$ cat config.mk
export PLATFORM = sky130hd
export DESIGN_NAME = shell_word_tokenizer_core
export DESIGN_NICKNAME = d
export VERILOG_FILES = /design/src/swt_pkg.sv /design/src/swt_front.sv /design/src/swt_queue.sv /design/src/swt_back.sv /design/src/shell_word_tokenizer_core.sv
export SDC_FILE = /design/constraint.sdc
export NUM_CORES = 1
export LEC_CHECK = 0
export BUFFER_PORTS_ARGS = -buffer_cell sky130_fd_sc_hd__buf_2
export CAP_MARGIN = 15
export CORE_MARGIN = 2
export CORE_UTILIZATION = 45
export CTS_CLUSTER_DIAMETER = 120
export DETAILED_ROUTE_END_ITERATION = 10
export PLACE_DENSITY = 0.63
export SLEW_MARGIN = 25
export SYNTH_ARGS = -nofsm -noshare
export SYNTH_HDL_FRONTEND = slang
export SYNTH_SLANG_ARGS = --single-unit
$ cat constraint.sdc
create_clock -name clock -period 11.05 [get_ports clock]
set_clock_uncertainty 0.2 [all_clocks]
set_input_delay 2.7625 -clock clock [delete_from_list [all_inputs] [get_ports clock]]
set_output_delay 2.7625 -clock clock [all_outputs]
set_load 0.1 [all_outputs]
$ cat src/swt_pkg.sv
// Shared types and constants of the shell word tokenizer.
package swt_pkg;

   localparam int MAX_RESULTS = 6;
   localparam int RES_IDX_W = 3;

   localparam logic [1:0] KIND_APPEND      = 2'd0;
   localparam logic [1:0] KIND_SEGMENT_END = 2'd1;
   localparam logic [1:0] KIND_TOKEN_END   = 2'd2;

   localparam logic [1:0] QUOTE_NONE   = 2'd0;
   localparam logic [1:0] QUOTE_SINGLE = 2'd1;
   localparam logic [1:0] QUOTE_DOUBLE = 2'd2;

   localparam logic [7:0] CHAR_BACKSLASH    = 8'h5c;
   localparam logic [7:0] CHAR_SINGLE_QUOTE = 8'h27;
   localparam logic [7:0] CHAR_DOUBLE_QUOTE = 8'h22;
   localparam logic [7:0] CHAR_GREATER      = 8'h3e;
   localparam logic [7:0] CHAR_LESS         = 8'h3c;
   localparam logic [7:0] CHAR_DIGIT_ONE    = 8'h31;
   localparam logic [7:0] CHAR_DIGIT_TWO    = 8'h32;
   localparam logic [7:0] CHAR_SPACE        = 8'h20;
   localparam logic [7:0] CHAR_TAB          = 8'h09;
   localparam logic [7:0] CHAR_CR           = 8'h0d;

   typedef struct packed {
      logic [1:0] kind;
      logic [7:0] char_out;
      logic [1:0] quote_kind;
   } result_type;

   typedef struct packed {
      logic [RES_IDX_W-1:0]        count;
      result_type [MAX_RESULTS-1:0] res;
   } bundle_type;

   typedef struct packed {
      logic [1:0] quote_mode;
      logic       escape_pending;
      logic       redirect_pending;
      logic [7:0] redirect_char;
      logic       segment_open;
      logic       lone_fd_digit;
      logic       token_has_segment;
   } lex_state_type;

endpackage

$ cat src/swt_front.sv
// Front end: classifies each byte, updates the lexer state and builds its result bundle.
module swt_front
   import swt_pkg::*;
(
   input  logic       clock,
   input  logic       reset,
   input  logic       in_valid,
   output logic       in_ready,
   input  logic [7:0] in_char,
   input  logic       in_last,
   input  logic       queue_full,
   output logic       push,
   output bundle_type push_bundle
);

   typedef struct packed {
      lex_state_type st;
      bundle_type    b;
   } work_type;

   lex_state_type state_ff, state_in;
   work_type      w;
   logic          accept;

   function automatic work_type f_emit(work_type wi, logic [1:0] k, logic [7:0] ch,
                                       logic [1:0] q);
      work_type r;
      r = wi;
      if (r.b.count < RES_IDX_W'(MAX_RESULTS)) begin
         r.b.res[r.b.count].kind       = k;
         r.b.res[r.b.count].char_out   = ch;
         r.b.res[r.b.count].quote_kind = q;
         r.b.count = r.b.count + 1'b1;
      end
      return r;
   endfunction

   function automatic work_type f_append(work_type wi, logic [7:0] c);
      work_type r;
      r = wi;
      r.st.lone_fd_digit = !r.st.segment_open && (c == CHAR_DIGIT_ONE || c == CHAR_DIGIT_TWO);
      r.st.segment_open = 1'b1;
      r = f_emit(r, KIND_APPEND, c, r.st.quote_mode);
      return r;
   endfunction

   function automatic work_type f_close_segment(work_type wi);
      work_type r;
      r = wi;
      if (r.st.segment_open) begin
         r = f_emit(r, KIND_SEGMENT_END, 8'd0, r.st.quote_mode);
         r.st.segment_open = 1'b0;
         r.st.lone_fd_digit = 1'b0;
         r.st.token_has_segment = 1'b1;
      end
      return r;
   endfunction

   function automatic work_type f_close_token(work_type wi);
      work_type r;
      r = wi;
      if (r.st.token_has_segment) begin
         r = f_emit(r, KIND_TOKEN_END, 8'd0, QUOTE_NONE);
         r.st.token_has_segment = 1'b0;
      end
      return r;
   endfunction

   function automatic work_type f_handle(work_type wi, logic [7:0] c);
      work_type r;
      logic     blank;
      r = wi;
      blank = (c == CHAR_SPACE) || (c >= CHAR_TAB && c <= CHAR_CR);
      if (r.st.escape_pending) begin
         r.st.escape_pending = 1'b0;
         r = f_append(r, c);
      end else if (c == CHAR_BACKSLASH && r.st.quote_mode != QUOTE_SINGLE) begin
         r.st.escape_pending = 1'b1;
      end else if (r.st.quote_mode == QUOTE_SINGLE) begin
         if (c == CHAR_SINGLE_QUOTE) begin
            r = f_close_segment(r);
            r.st.quote_mode = QUOTE_NONE;
         end else begin
            r = f_append(r, c);
         end
      end else if (r.st.quote_mode == QUOTE_DOUBLE) begin
         if (c == CHAR_DOUBLE_QUOTE) begin
            r = f_close_segment(r);
            r.st.quote_mode = QUOTE_NONE;
         end else begin
            r = f_append(r, c);
         end
      end else begin
         if (c == CHAR_SINGLE_QUOTE) begin
            r = f_close_segment(r);
            r.st.quote_mode = QUOTE_SINGLE;
         end else if (c == CHAR_DOUBLE_QUOTE) begin
            r = f_close_segment(r);
            r.st.quote_mode = QUOTE_DOUBLE;
         end else if (blank) begin
            r = f_close_segment(r);
            r = f_close_token(r);
         end else if (c == CHAR_GREATER || c == CHAR_LESS) begin
            if (!(c == CHAR_GREATER && r.st.lone_fd_digit)) begin
               r = f_close_segment(r);
               r = f_close_token(r);
            end
            r = f_append(r, c);
            r.st.redirect_pending = 1'b1;
            r.st.redirect_char = c;
         end else begin
            r = f_append(r, c);
         end
      end
      return r;
   endfunction

   always_comb begin
      w.st = state_ff;
      w.b = '0;
      if (w.st.redirect_pending) begin
         w.st.redirect_pending = 1'b0;
         if (in_char == w.st.redirect_char) begin
            w = f_append(w, in_char);
            w = f_close_segment(w);
            w = f_close_token(w);
         end else begin
            w = f_close_segment(w);
            w = f_close_token(w);
            w = f_handle(w, in_char);
         end
      end else begin
         w = f_handle(w, in_char);
      end
      if (in_last) begin
         w = f_close_segment(w);
         w = f_close_token(w);
         w.st = '0;
      end
   end

   assign in_ready    = !queue_full;
   assign accept      = in_valid && in_ready;
   assign push        = accept && (w.b.count != '0);
   assign push_bundle = w.b;
   assign state_in    = accept ? w.st : state_ff;

   always_ff @(posedge clock) begin
      if (reset) begin
         state_ff <= '0;
      end else begin
         state_ff <= state_in;
      end
   end

   a_end_of_text_resets: assert property (@(posedge clock) disable iff (reset)
      accept && in_last |=> state_ff == '0)
      else $error("lexer state not cleared after end of text");

   a_bundle_bounded: assert property (@(posedge clock) disable iff (reset)
      push |-> push_bundle.count <= RES_IDX_W'(MAX_RESULTS))
      else $error("result bundle overflows");

   a_quote_mode_legal: assert property (@(posedge clock) disable iff (reset)
      state_ff.quote_mode != 2'd3)
      else $error("quote mode corrupted");

endmodule

$ cat src/swt_queue.sv
// Short queue of result bundles between the front end and the back end.
module swt_queue
   import swt_pkg::*;
#(
   parameter int DEPTH = 4
) (
   input  logic       clock,
   input  logic       reset,
   input  logic       push,
   input  bundle_type push_bundle,
   input  logic       pop,
   output logic       full,
   output logic       empty,
   output bundle_type head
);

   localparam int PTR_W = (DEPTH > 1) ? $clog2(DEPTH) : 1;
   localparam int CNT_W = $clog2(DEPTH + 1);
   localparam logic [PTR_W-1:0] LAST_PTR = PTR_W'(DEPTH - 1);
   localparam logic [CNT_W-1:0] FULL_CNT = CNT_W'(DEPTH);

   bundle_type       store_ff [DEPTH];
   logic [PTR_W-1:0] wr_ptr_ff, wr_ptr_in;
   logic [PTR_W-1:0] rd_ptr_ff, rd_ptr_in;
   logic [CNT_W-1:0] count_ff, count_in;
   logic             do_push, do_pop;

   assign full    = count_ff == FULL_CNT;
   assign empty   = count_ff == '0;
   assign do_push = push && !full;
   assign do_pop  = pop && !empty;
   assign head    = store_ff[rd_ptr_ff];

   always_comb begin
      wr_ptr_in = wr_ptr_ff;
      rd_ptr_in = rd_ptr_ff;
      count_in  = count_ff;
      if (do_push) begin
         wr_ptr_in = (wr_ptr_ff == LAST_PTR) ? '0 : wr_ptr_ff + 1'b1;
      end
      if (do_pop) begin
         rd_ptr_in = (rd_ptr_ff == LAST_PTR) ? '0 : rd_ptr_ff + 1'b1;
      end
      if (do_push && !do_pop) begin
         count_in = count_ff + 1'b1;
      end else if (do_pop && !do_push) begin
         count_in = count_ff - 1'b1;
      end
   end

   always_ff @(posedge clock) begin
      if (reset) begin
         wr_ptr_ff <= '0;
         rd_ptr_ff <= '0;
         count_ff  <= '0;
      end else begin
         wr_ptr_ff <= wr_ptr_in;
         rd_ptr_ff <= rd_ptr_in;
         count_ff  <= count_in;
      end
   end

   always_ff @(posedge clock) begin
      if (do_push) begin
         store_ff[wr_ptr_ff] <= push_bundle;
      end
   end

   a_no_push_when_full: assert property (@(posedge clock) disable iff (reset)
      !(push && full))
      else $error("bundle pushed into a full queue");

   a_count_bounded: assert property (@(posedge clock) disable iff (reset)
      count_ff <= FULL_CNT)
      else $error("queue fill count out of range");

endmodule

$ cat src/swt_back.sv
// Back end: sends the results of each queued bundle one beat at a time.
module swt_back
   import swt_pkg::*;
(
   input  logic       clock,
   input  logic       reset,
   input  logic       empty,
   input  bundle_type head,
   output logic       pop,
   output logic       out_valid,
   input  logic       out_ready,
   output result_type out_result,
   output logic       out_last
);

   logic [RES_IDX_W-1:0] idx_ff, idx_in;
   logic                 accept;

   assign out_valid  = !empty;
   assign out_result = head.res[idx_ff];
   assign out_last   = idx_ff == head.count - 1'b1;
   assign accept     = out_valid && out_ready;
   assign pop        = accept && out_last;

   always_comb begin
      idx_in = idx_ff;
      if (pop) begin
         idx_in = '0;
      end else if (accept) begin
         idx_in = idx_ff + 1'b1;
      end
   end

   always_ff @(posedge clock) begin
      if (reset) begin
         idx_ff <= '0;
      end else begin
         idx_ff <= idx_in;
      end
   end

   a_index_in_bundle: assert property (@(posedge clock) disable iff (reset)
      out_valid |-> idx_ff < head.count)
      else $error("result index beyond bundle");

   a_index_idle_zero: assert property (@(posedge clock) disable iff (reset)
      !out_valid |-> idx_ff == '0)
      else $error("result index not cleared while idle");

endmodule

$ cat src/shell_word_tokenizer_core.sv
// Top level of the shell word tokenizer: front end, bundle queue and back end.
//
//   channel   direction   payload
//   req_      in          tdata[7:0] byte of text, tlast last byte of the line
//   rsp_      out         tdata[7:0] byte, tdata[9:8] quoting, tuser kind, tlast last of byte
//
// A byte is taken in the cycle it arrives while the queue has room; its state update is
// combinational and registered in state_ff. Each byte yields zero to five result beats,
// sent at one beat per cycle while the result side is ready, so the sustained rate is one
// byte per cycle or one per result beat, whichever is slower. Synchronous reset returns
// the lexer to its start state and empties the queue. A stall on the result side fills
// the queue of QUEUE_DEPTH bundles before the input side is held.
module shell_word_tokenizer_core
   import swt_pkg::*;
#(
   parameter int QUEUE_DEPTH = 4
) (
   input  logic        clock,
   input  logic        reset,
   input  logic        req_tvalid,
   output logic        req_tready,
   input  logic [7:0]  req_tdata,  // char_in
   input  logic        req_tlast,
   output logic        rsp_tvalid,
   input  logic        rsp_tready,
   output logic [15:0] rsp_tdata,  // char_out, quote_kind, zero padding
   output logic [1:0]  rsp_tuser,  // kind
   output logic        rsp_tlast
);

   logic       push, pop, full, empty;
   bundle_type push_bundle, head;
   result_type out_result;

   swt_front u_front (
      .clock       (clock),
      .reset       (reset),
      .in_valid    (req_tvalid),
      .in_ready    (req_tready),
      .in_char     (req_tdata),
      .in_last     (req_tlast),
      .queue_full  (full),
      .push        (push),
      .push_bundle (push_bundle)
   );

   swt_queue #(
      .DEPTH (QUEUE_DEPTH)
   ) u_queue (
      .clock       (clock),
      .reset       (reset),
      .push        (push),
      .push_bundle (push_bundle),
      .pop         (pop),
      .full        (full),
      .empty       (empty),
      .head        (head)
   );

   swt_back u_back (
      .clock      (clock),
      .reset      (reset),
      .empty      (empty),
      .head       (head),
      .pop        (pop),
      .out_valid  (rsp_tvalid),
      .out_ready  (rsp_tready),
      .out_result (out_result),
      .out_last   (rsp_tlast)
   );

   assign rsp_tdata = {6'd0, out_result.quote_kind, out_result.char_out};
   assign rsp_tuser = out_result.kind;

endmodule
* Word-level counts from Yosys, hierarchy flattened *
Memory sizes are Yosys's and may differ from the RTL's. A register that Yosys moved wholly into a read port is not among the register bits.
Index checks and enable logic that the tools add are counted.

storage, ports and cells
  bits in writable memories = 300
  input bits = 13
  memories kept = 1
  logic and storage cells = 374
  flip-flop bits (word level) = 25

operators by class
  equality and inequality tests = 19
  reductions and logical operators = 44
  order comparisons = 39
  $add $sub $neg = 18
  mux-type cells = 242

memory list
  memory            words  width  read ports  clocked after Yosys merged registers in  write ports  line             source
  u_queue.store_ff  4      75     1           1                                        1            swt_queue.sv:22  bundle_type store_ff [DEPTH];

operator list
  kind                                                                              number
  90-bit 2-to-1 mux                                                                 86
  72-bit bitwise mux                                                                39
  75-bit 2-to-1 mux                                                                 20
  12-bit demux with 3-bit select                                                    36
  77-bit 2-to-1 mux                                                                 3
  12-bit 2-to-1 mux                                                                 15
  87-bit 2-to-1 mux                                                                 2
  76-bit 2-to-1 mux                                                                 2
  10-bit 2-to-1 mux                                                                 12
  8-bit by 6-bit == test with 1-bit output, second input constant                   7
  3-bit by 4-bit less-than comparator with 1-bit output, second input constant      13
  3-bit by 1-bit adder with 3-bit output, second input constant                     14
  12-bit binary-select mux with 3-bit select                                        1
  3-bit by 1-bit >= comparator with 1-bit output, second input constant             12
  3-bit less-than comparator, second input constant                                 12
  2-bit 2-to-1 mux                                                                  18
  1-bit logical AND                                                                 29
  3-bit 2-to-1 mux                                                                  4
  2-bit == test, second input constant                                              4
  8-bit by 7-bit == test with 1-bit output, second input constant                   1
  8-bit == test                                                                     1
  8-bit by 4-bit >= comparator with 1-bit output, second input constant             1
  8-bit by 4-bit less-or-equal comparator with 1-bit output, second input constant  1
  1-bit logical NOT                                                                 8
  other kinds (12)                                                                  21

* Longest topological paths before layout *
  word-level depth = 99
  gate-level depth with buffers = 24

* Hierarchy *
A second synthesis with hierarchy kept.

second synthesis, totals
  cells, all modules = 1036
  area total of the unflattened synthesis = 15636.2 µm²

by module, submodules not included
  module                     sequential area each (µm²)  cells an instance  times used  area an instance (µm²)
  swt_queue                  9188.8                      441                1           11320.9
  swt_front                  300.3                       501                1           3392.0
  swt_back                   60.1                        87                 1           874.6
  shell_word_tokenizer_core  0.0                         7                  1           48.8

* Worst setup path after synthesis *
OpenSTA, ideal clock, no wires.

  path kind = input-to-reg
  from = input req_tdata[2]
  to = memory u_queue.store_ff[0][0] in the netlist's numbering (enable)
  required time = 10427 ps
  setup slack = 2703 ps
  path buffers = 2
  stages = 18
  data arrival time = 7724 ps
  cell sequence = clkbuf_1 and4b_1 nand2_1 o21ai_0 ha_1 o221ai_1 nand2_1 o2111ai_1 clkbuf_1 ha_1 and2_1 a21oi_1 inv_1 ha_1 a21o_1 a32oi_1 a41oi_4 and2_1

on the way
  longest elaborated chain between the ends = 38
  elaborated cells between the ends (all ways) = 80
  classes of those cells = add/sub (4); order compare (6); eq/ne (7); mux (53); reduce/logical (10)

RTL lines
  element                                   line                                source
  start, declared                           shell_word_tokenizer_core.sv:22     input logic [7:0] req_tdata,
  8-bit by 6-bit == test with 1-bit output  swt_front.sv:103, swt_front.sv:104
  1-bit logical AND                         swt_front.sv:104                    if (!(c == CHAR_GREATER && r.st.lone_fd_digit)) begin
  90-bit 2-to-1 mux                         swt_front.sv:104
  90-bit 2-to-1 mux                         swt_front.sv:103                    end else if (c == CHAR_GREATER || c == CHAR_LESS) begin
  90-bit 2-to-1 mux                         swt_front.sv:100                    end else if (blank) begin
  90-bit 2-to-1 mux                         swt_front.sv:97                     end else if (c == CHAR_DOUBLE_QUOTE) begin
  90-bit 2-to-1 mux                         swt_front.sv:94                     if (c == CHAR_SINGLE_QUOTE) begin
  90-bit 2-to-1 mux                         swt_front.sv:86                     end else if (r.st.quote_mode == QUOTE_DOUBLE) begin
  (+23 left out)                            n/a
  75-bit 2-to-1 mux                         swt_front.sv:62                     if (r.st.token_has_segment) begin
  90-bit 2-to-1 mux *                       swt_front.sv:135                    if (in_last) begin
  3-bit nonzero test *                      swt_front.sv:144                    assign push = accept && (w.b.count != '0);
  1-bit logical AND *                       swt_front.sv:144
  1-bit logical AND *                       swt_queue.sv:30                     assign do_push = push && !full;
  named net u_queue.do_push                 swt_queue.sv:26                     logic do_push, do_pop;
  1-bit 2-to-1 mux *                        swt_queue.sv:64                     if (do_push) begin
  1-bit 2-to-1 mux (implied by the code) *  swt_queue.sv:65                     store_ff[wr_ptr_ff] <= push_bundle;
  end, declared                             swt_queue.sv:22

The timed path passes the listed nets; every way through them passes the cells marked *. The select of a mux whose other input is x is not followed.

* Final worst setup path *
  from = input req_tdata[3]
  to = register u_queue.count_ff[2]

on the way
  longest elaborated chain between the ends = 39
  elaborated cells between the ends (all ways) = 83
  classes of those cells = add/sub (4); order compare (6); eq/ne (7); mux (52); reduce/logical (14)

RTL lines
  element                                   line                                source
  8-bit by 6-bit == test with 1-bit output  swt_front.sv:103, swt_front.sv:104
  1-bit logical AND                         swt_front.sv:104
  90-bit 2-to-1 mux                         swt_front.sv:104
  90-bit 2-to-1 mux                         swt_front.sv:103
  90-bit 2-to-1 mux                         swt_front.sv:100
  90-bit 2-to-1 mux                         swt_front.sv:97
  90-bit 2-to-1 mux                         swt_front.sv:94
  90-bit 2-to-1 mux                         swt_front.sv:86
  (+24 left out)                            n/a
  90-bit 2-to-1 mux *                       swt_front.sv:135
  3-bit nonzero test *                      swt_front.sv:144
  1-bit logical AND *                       swt_front.sv:144
  1-bit logical AND *                       swt_queue.sv:30
  named net u_queue.do_push                 swt_queue.sv:26
  1-bit logical NOT                         swt_queue.sv:46                     end else if (do_pop && !do_push) begin
  1-bit logical AND                         swt_queue.sv:46
  2-bit nonzero test (no line)              n/a
  end signal, assigned                      swt_queue.sv:59                     count_ff <= count_in;
  end, declared                             swt_queue.sv:25                     logic [CNT_W-1:0] count_ff, count_in;

Marked as above.
A chain may end at the register's enable or synchronous reset.

==> flow_summary.toml <==
[power]
max-vdd-ir-drop_uv = 170
power_density_nw_per_um2 = 210
power_leakage_nw = 4.52

[sta]
setup_tns_ns = 0
worst_pin_slew_ns = 0.953
finalHoldViolCount = 0
period_needed_ns = 8.17
rsz0062_at_grt = "no"
holdWs_ns = 0.288
clock.fmax_mhz = 122
finalMaxSlewViolations = 0
setup_viol = 0
finalCritPeriodShare_pct = 74.0
max-slew-margin-rel_pct = 35.6

[synth]
synth_cells = 842
synth_top_cells_by_area = "edfxtp_1 (57%), mux4_2 (13%), dfxtp_1 (4.3%), nor2_1 (1.5%), ha_1 (1.4%)"
synth-edff-count = 236
synth_top_area_cell = "edfxtp_1"
ys.flop_type = "edfxtp_1"
async_flop_share_pct = 0
yosys_warnings = 0
netlist_area_um2 = 12500
avgSynthCellArea_um2 = 14.8
yosysSeqAreaShare_pct = 61.2
yosysTopAreaCellShare_pct = 56.9
ys_ff_latch = 263
synth.distinct_cells = 87

[global_route]
antenna_found_initial = 0
grt_pass1_vias = 7284
overflow = 0
grt_max_degree = 60
grtUsageTotal_pct = 20.5
grt_pass1_wl_um = 44500

[min_path]
min_path_type = "flip-flop to flip-flop"

[placement]
dp_hpwl_um = 19300
place_congestion = 0.947
portBuffers = 27

[die]
placeableCoreArea_um2 = 27100
fp-row-count = 60
die_width_um = 170
ios = 34
start_util_pct = 46.0
dieArea_um2 = 29000
die_h_um = 170

[flow_run]
maxCapViolations = 0

[routing]
route.detailed.wl_per_inst_um = 22.9
dr.pass1.iters = 5
drt.antenna.violating_nets = 0
first_iter_violations = 1019
drt-total-wl_um = 29000
vias_per_cell = 5.91
vias = 7494
drc = 0

[clocking]
clock_latency_ns = 0.54
cts_setup_buffers = 0
h-tree-depth = 1
clock-sinks = 263
numCtsBuffers = 27
max-clock-path-buffers = 3
cts_root_buf = "clkbuf_16"
cts_resized = 0
tritoncts = "built"
holdBufCountCts = 0
path_clk_slew_ns = 0.06

[layout]
nets = 902
antennaDiodeCount = 0
drive_gt1_share_pct = 19.7
final_cell_mix = "edfxtp_1 (236), mux4_2 (71), nor2_1 (50)"
final_common_cell = "edfxtp_1"
areaGrowthSynthToFinish_pct = 11.0

[status]
status = "finished, final reports clean"

[worst_setup_path]
cp.required_ns = 11.31
critPathArrivalTime_ns = 8.44
worstSetupPathType = "input port to flip-flop"
cp_max_fo = 14
cp-end-kind = "flip-flop"
critPathLaunchType = "input port"
flip-flops by register name (all words and copies together), names as in the netlist, named ones only:
register and flops:
u_queue.count_ff 3, u_queue.rd_ptr_ff 2, u_front.state_ff 15, u_queue.wr_ptr_ff 2, u_back.idx_ff 3, u_queue.store_ff 236
worst max-delay path: stages:
cell and delay (ns):
buf_2 0.19, or3b_1 0.40, or3_1 0.50, a221oi_1 0.46, nor3_1 0.16, o31ai_4 0.54
inv_1 0.26, ha_1 0.41, and2_1 0.17, a21oi_1 0.20, inv_1 0.08, ha_1 0.28
a21o_1 0.08, a32oi_1 0.16, a41oi_4 0.39, ha_1 0.25, inv_1 0.07, fa_1 0.43
xor2_1 0.18, or3_1 0.30, a21oi_1 0.15
Yosys cell counts (13+ instances only):
cell	n
dfxtp_1	27
ha_1	14
inv_1	25
xnor2_1	18
and2_1	27
nor3_1	13
nand2_1	36
nor2_1	50
clkbuf_1	35
a21oi_1	26
and3_1	14
o21ai_0	30
mux4_2	71
edfxtp_1	236
final cells by class:
type / count / area [µm²]
fill: 2240 / 13300
sequential: 263 / 7630
multi-input combinational: 513 / 4540
clock buffer: 40 / 724
tap: 372 / 465
timing repair buffer: 43 / 255
clock inverter: 10 / 116
inverter: 26 / 97.6
routing by layer:
metal | track usage [%] | share of wire [%]
met1 | 30.4 | 45
met2 | 32.2 | 46
met3 | 2.98 | 6.2
met4 | 4.98 | 2.1
met5 | 0 | 0
cells by family after synthesis:
logic type | after synthesis | share of synthesized area, %
buf+inv | 83 | 2.93
fa+ha+maj | 16 | 1.65
flops | 263 | 61.2
xor+xnor | 23 | 1.62
mux | 82 | 13.8
other cells | 1 | 0.0301
simple gates | 219 | 9.72
compound gates | 155 | 9.12
worst paths after layout:
kind                        startpoint                   to  slack [ns]  cells past startpoint
hold / removal     u_front.state_ff[5]  u_front.state_ff[5]        0.29                      1
hold reg to reg    u_front.state_ff[5]  u_front.state_ff[5]        0.29                      1
setup reg to reg  u_front.state_ff[13]  u_queue.count_ff[2]        4.70                     20
setup / recovery          req_tdata[3]  u_queue.count_ff[2]        2.88                     21
power breakdown:
| group | leakage [nW] | internal (mW) | total, mW | switching, mW |
|---|---|---|---|---|
| sequential | 2.40 | 1.20 | 1.24 | 0.0396 |
| combinational | 1.72 | 0.247 | 0.797 | 0.549 |
| clock | 0.401 | 0.503 | 0.865 | 0.362 |
stage by stage:
stage               power, mW  cell area [µm²]  utilization [%]  std cells  setup WS (ns)
global route             3.02            13800             51.0       1267           2.43
detailed placement       2.07            13000             47.9       1217           2.40
finish                   2.91            13800             51.0       1267           2.88
floorplan                1.91            12500                -        859           2.70
global placement         2.07            13000             47.9       1217           2.53
CTS                      2.94            13800             51.0       1267           2.95
Note: power is estimated with default switching activity, not from simulation.
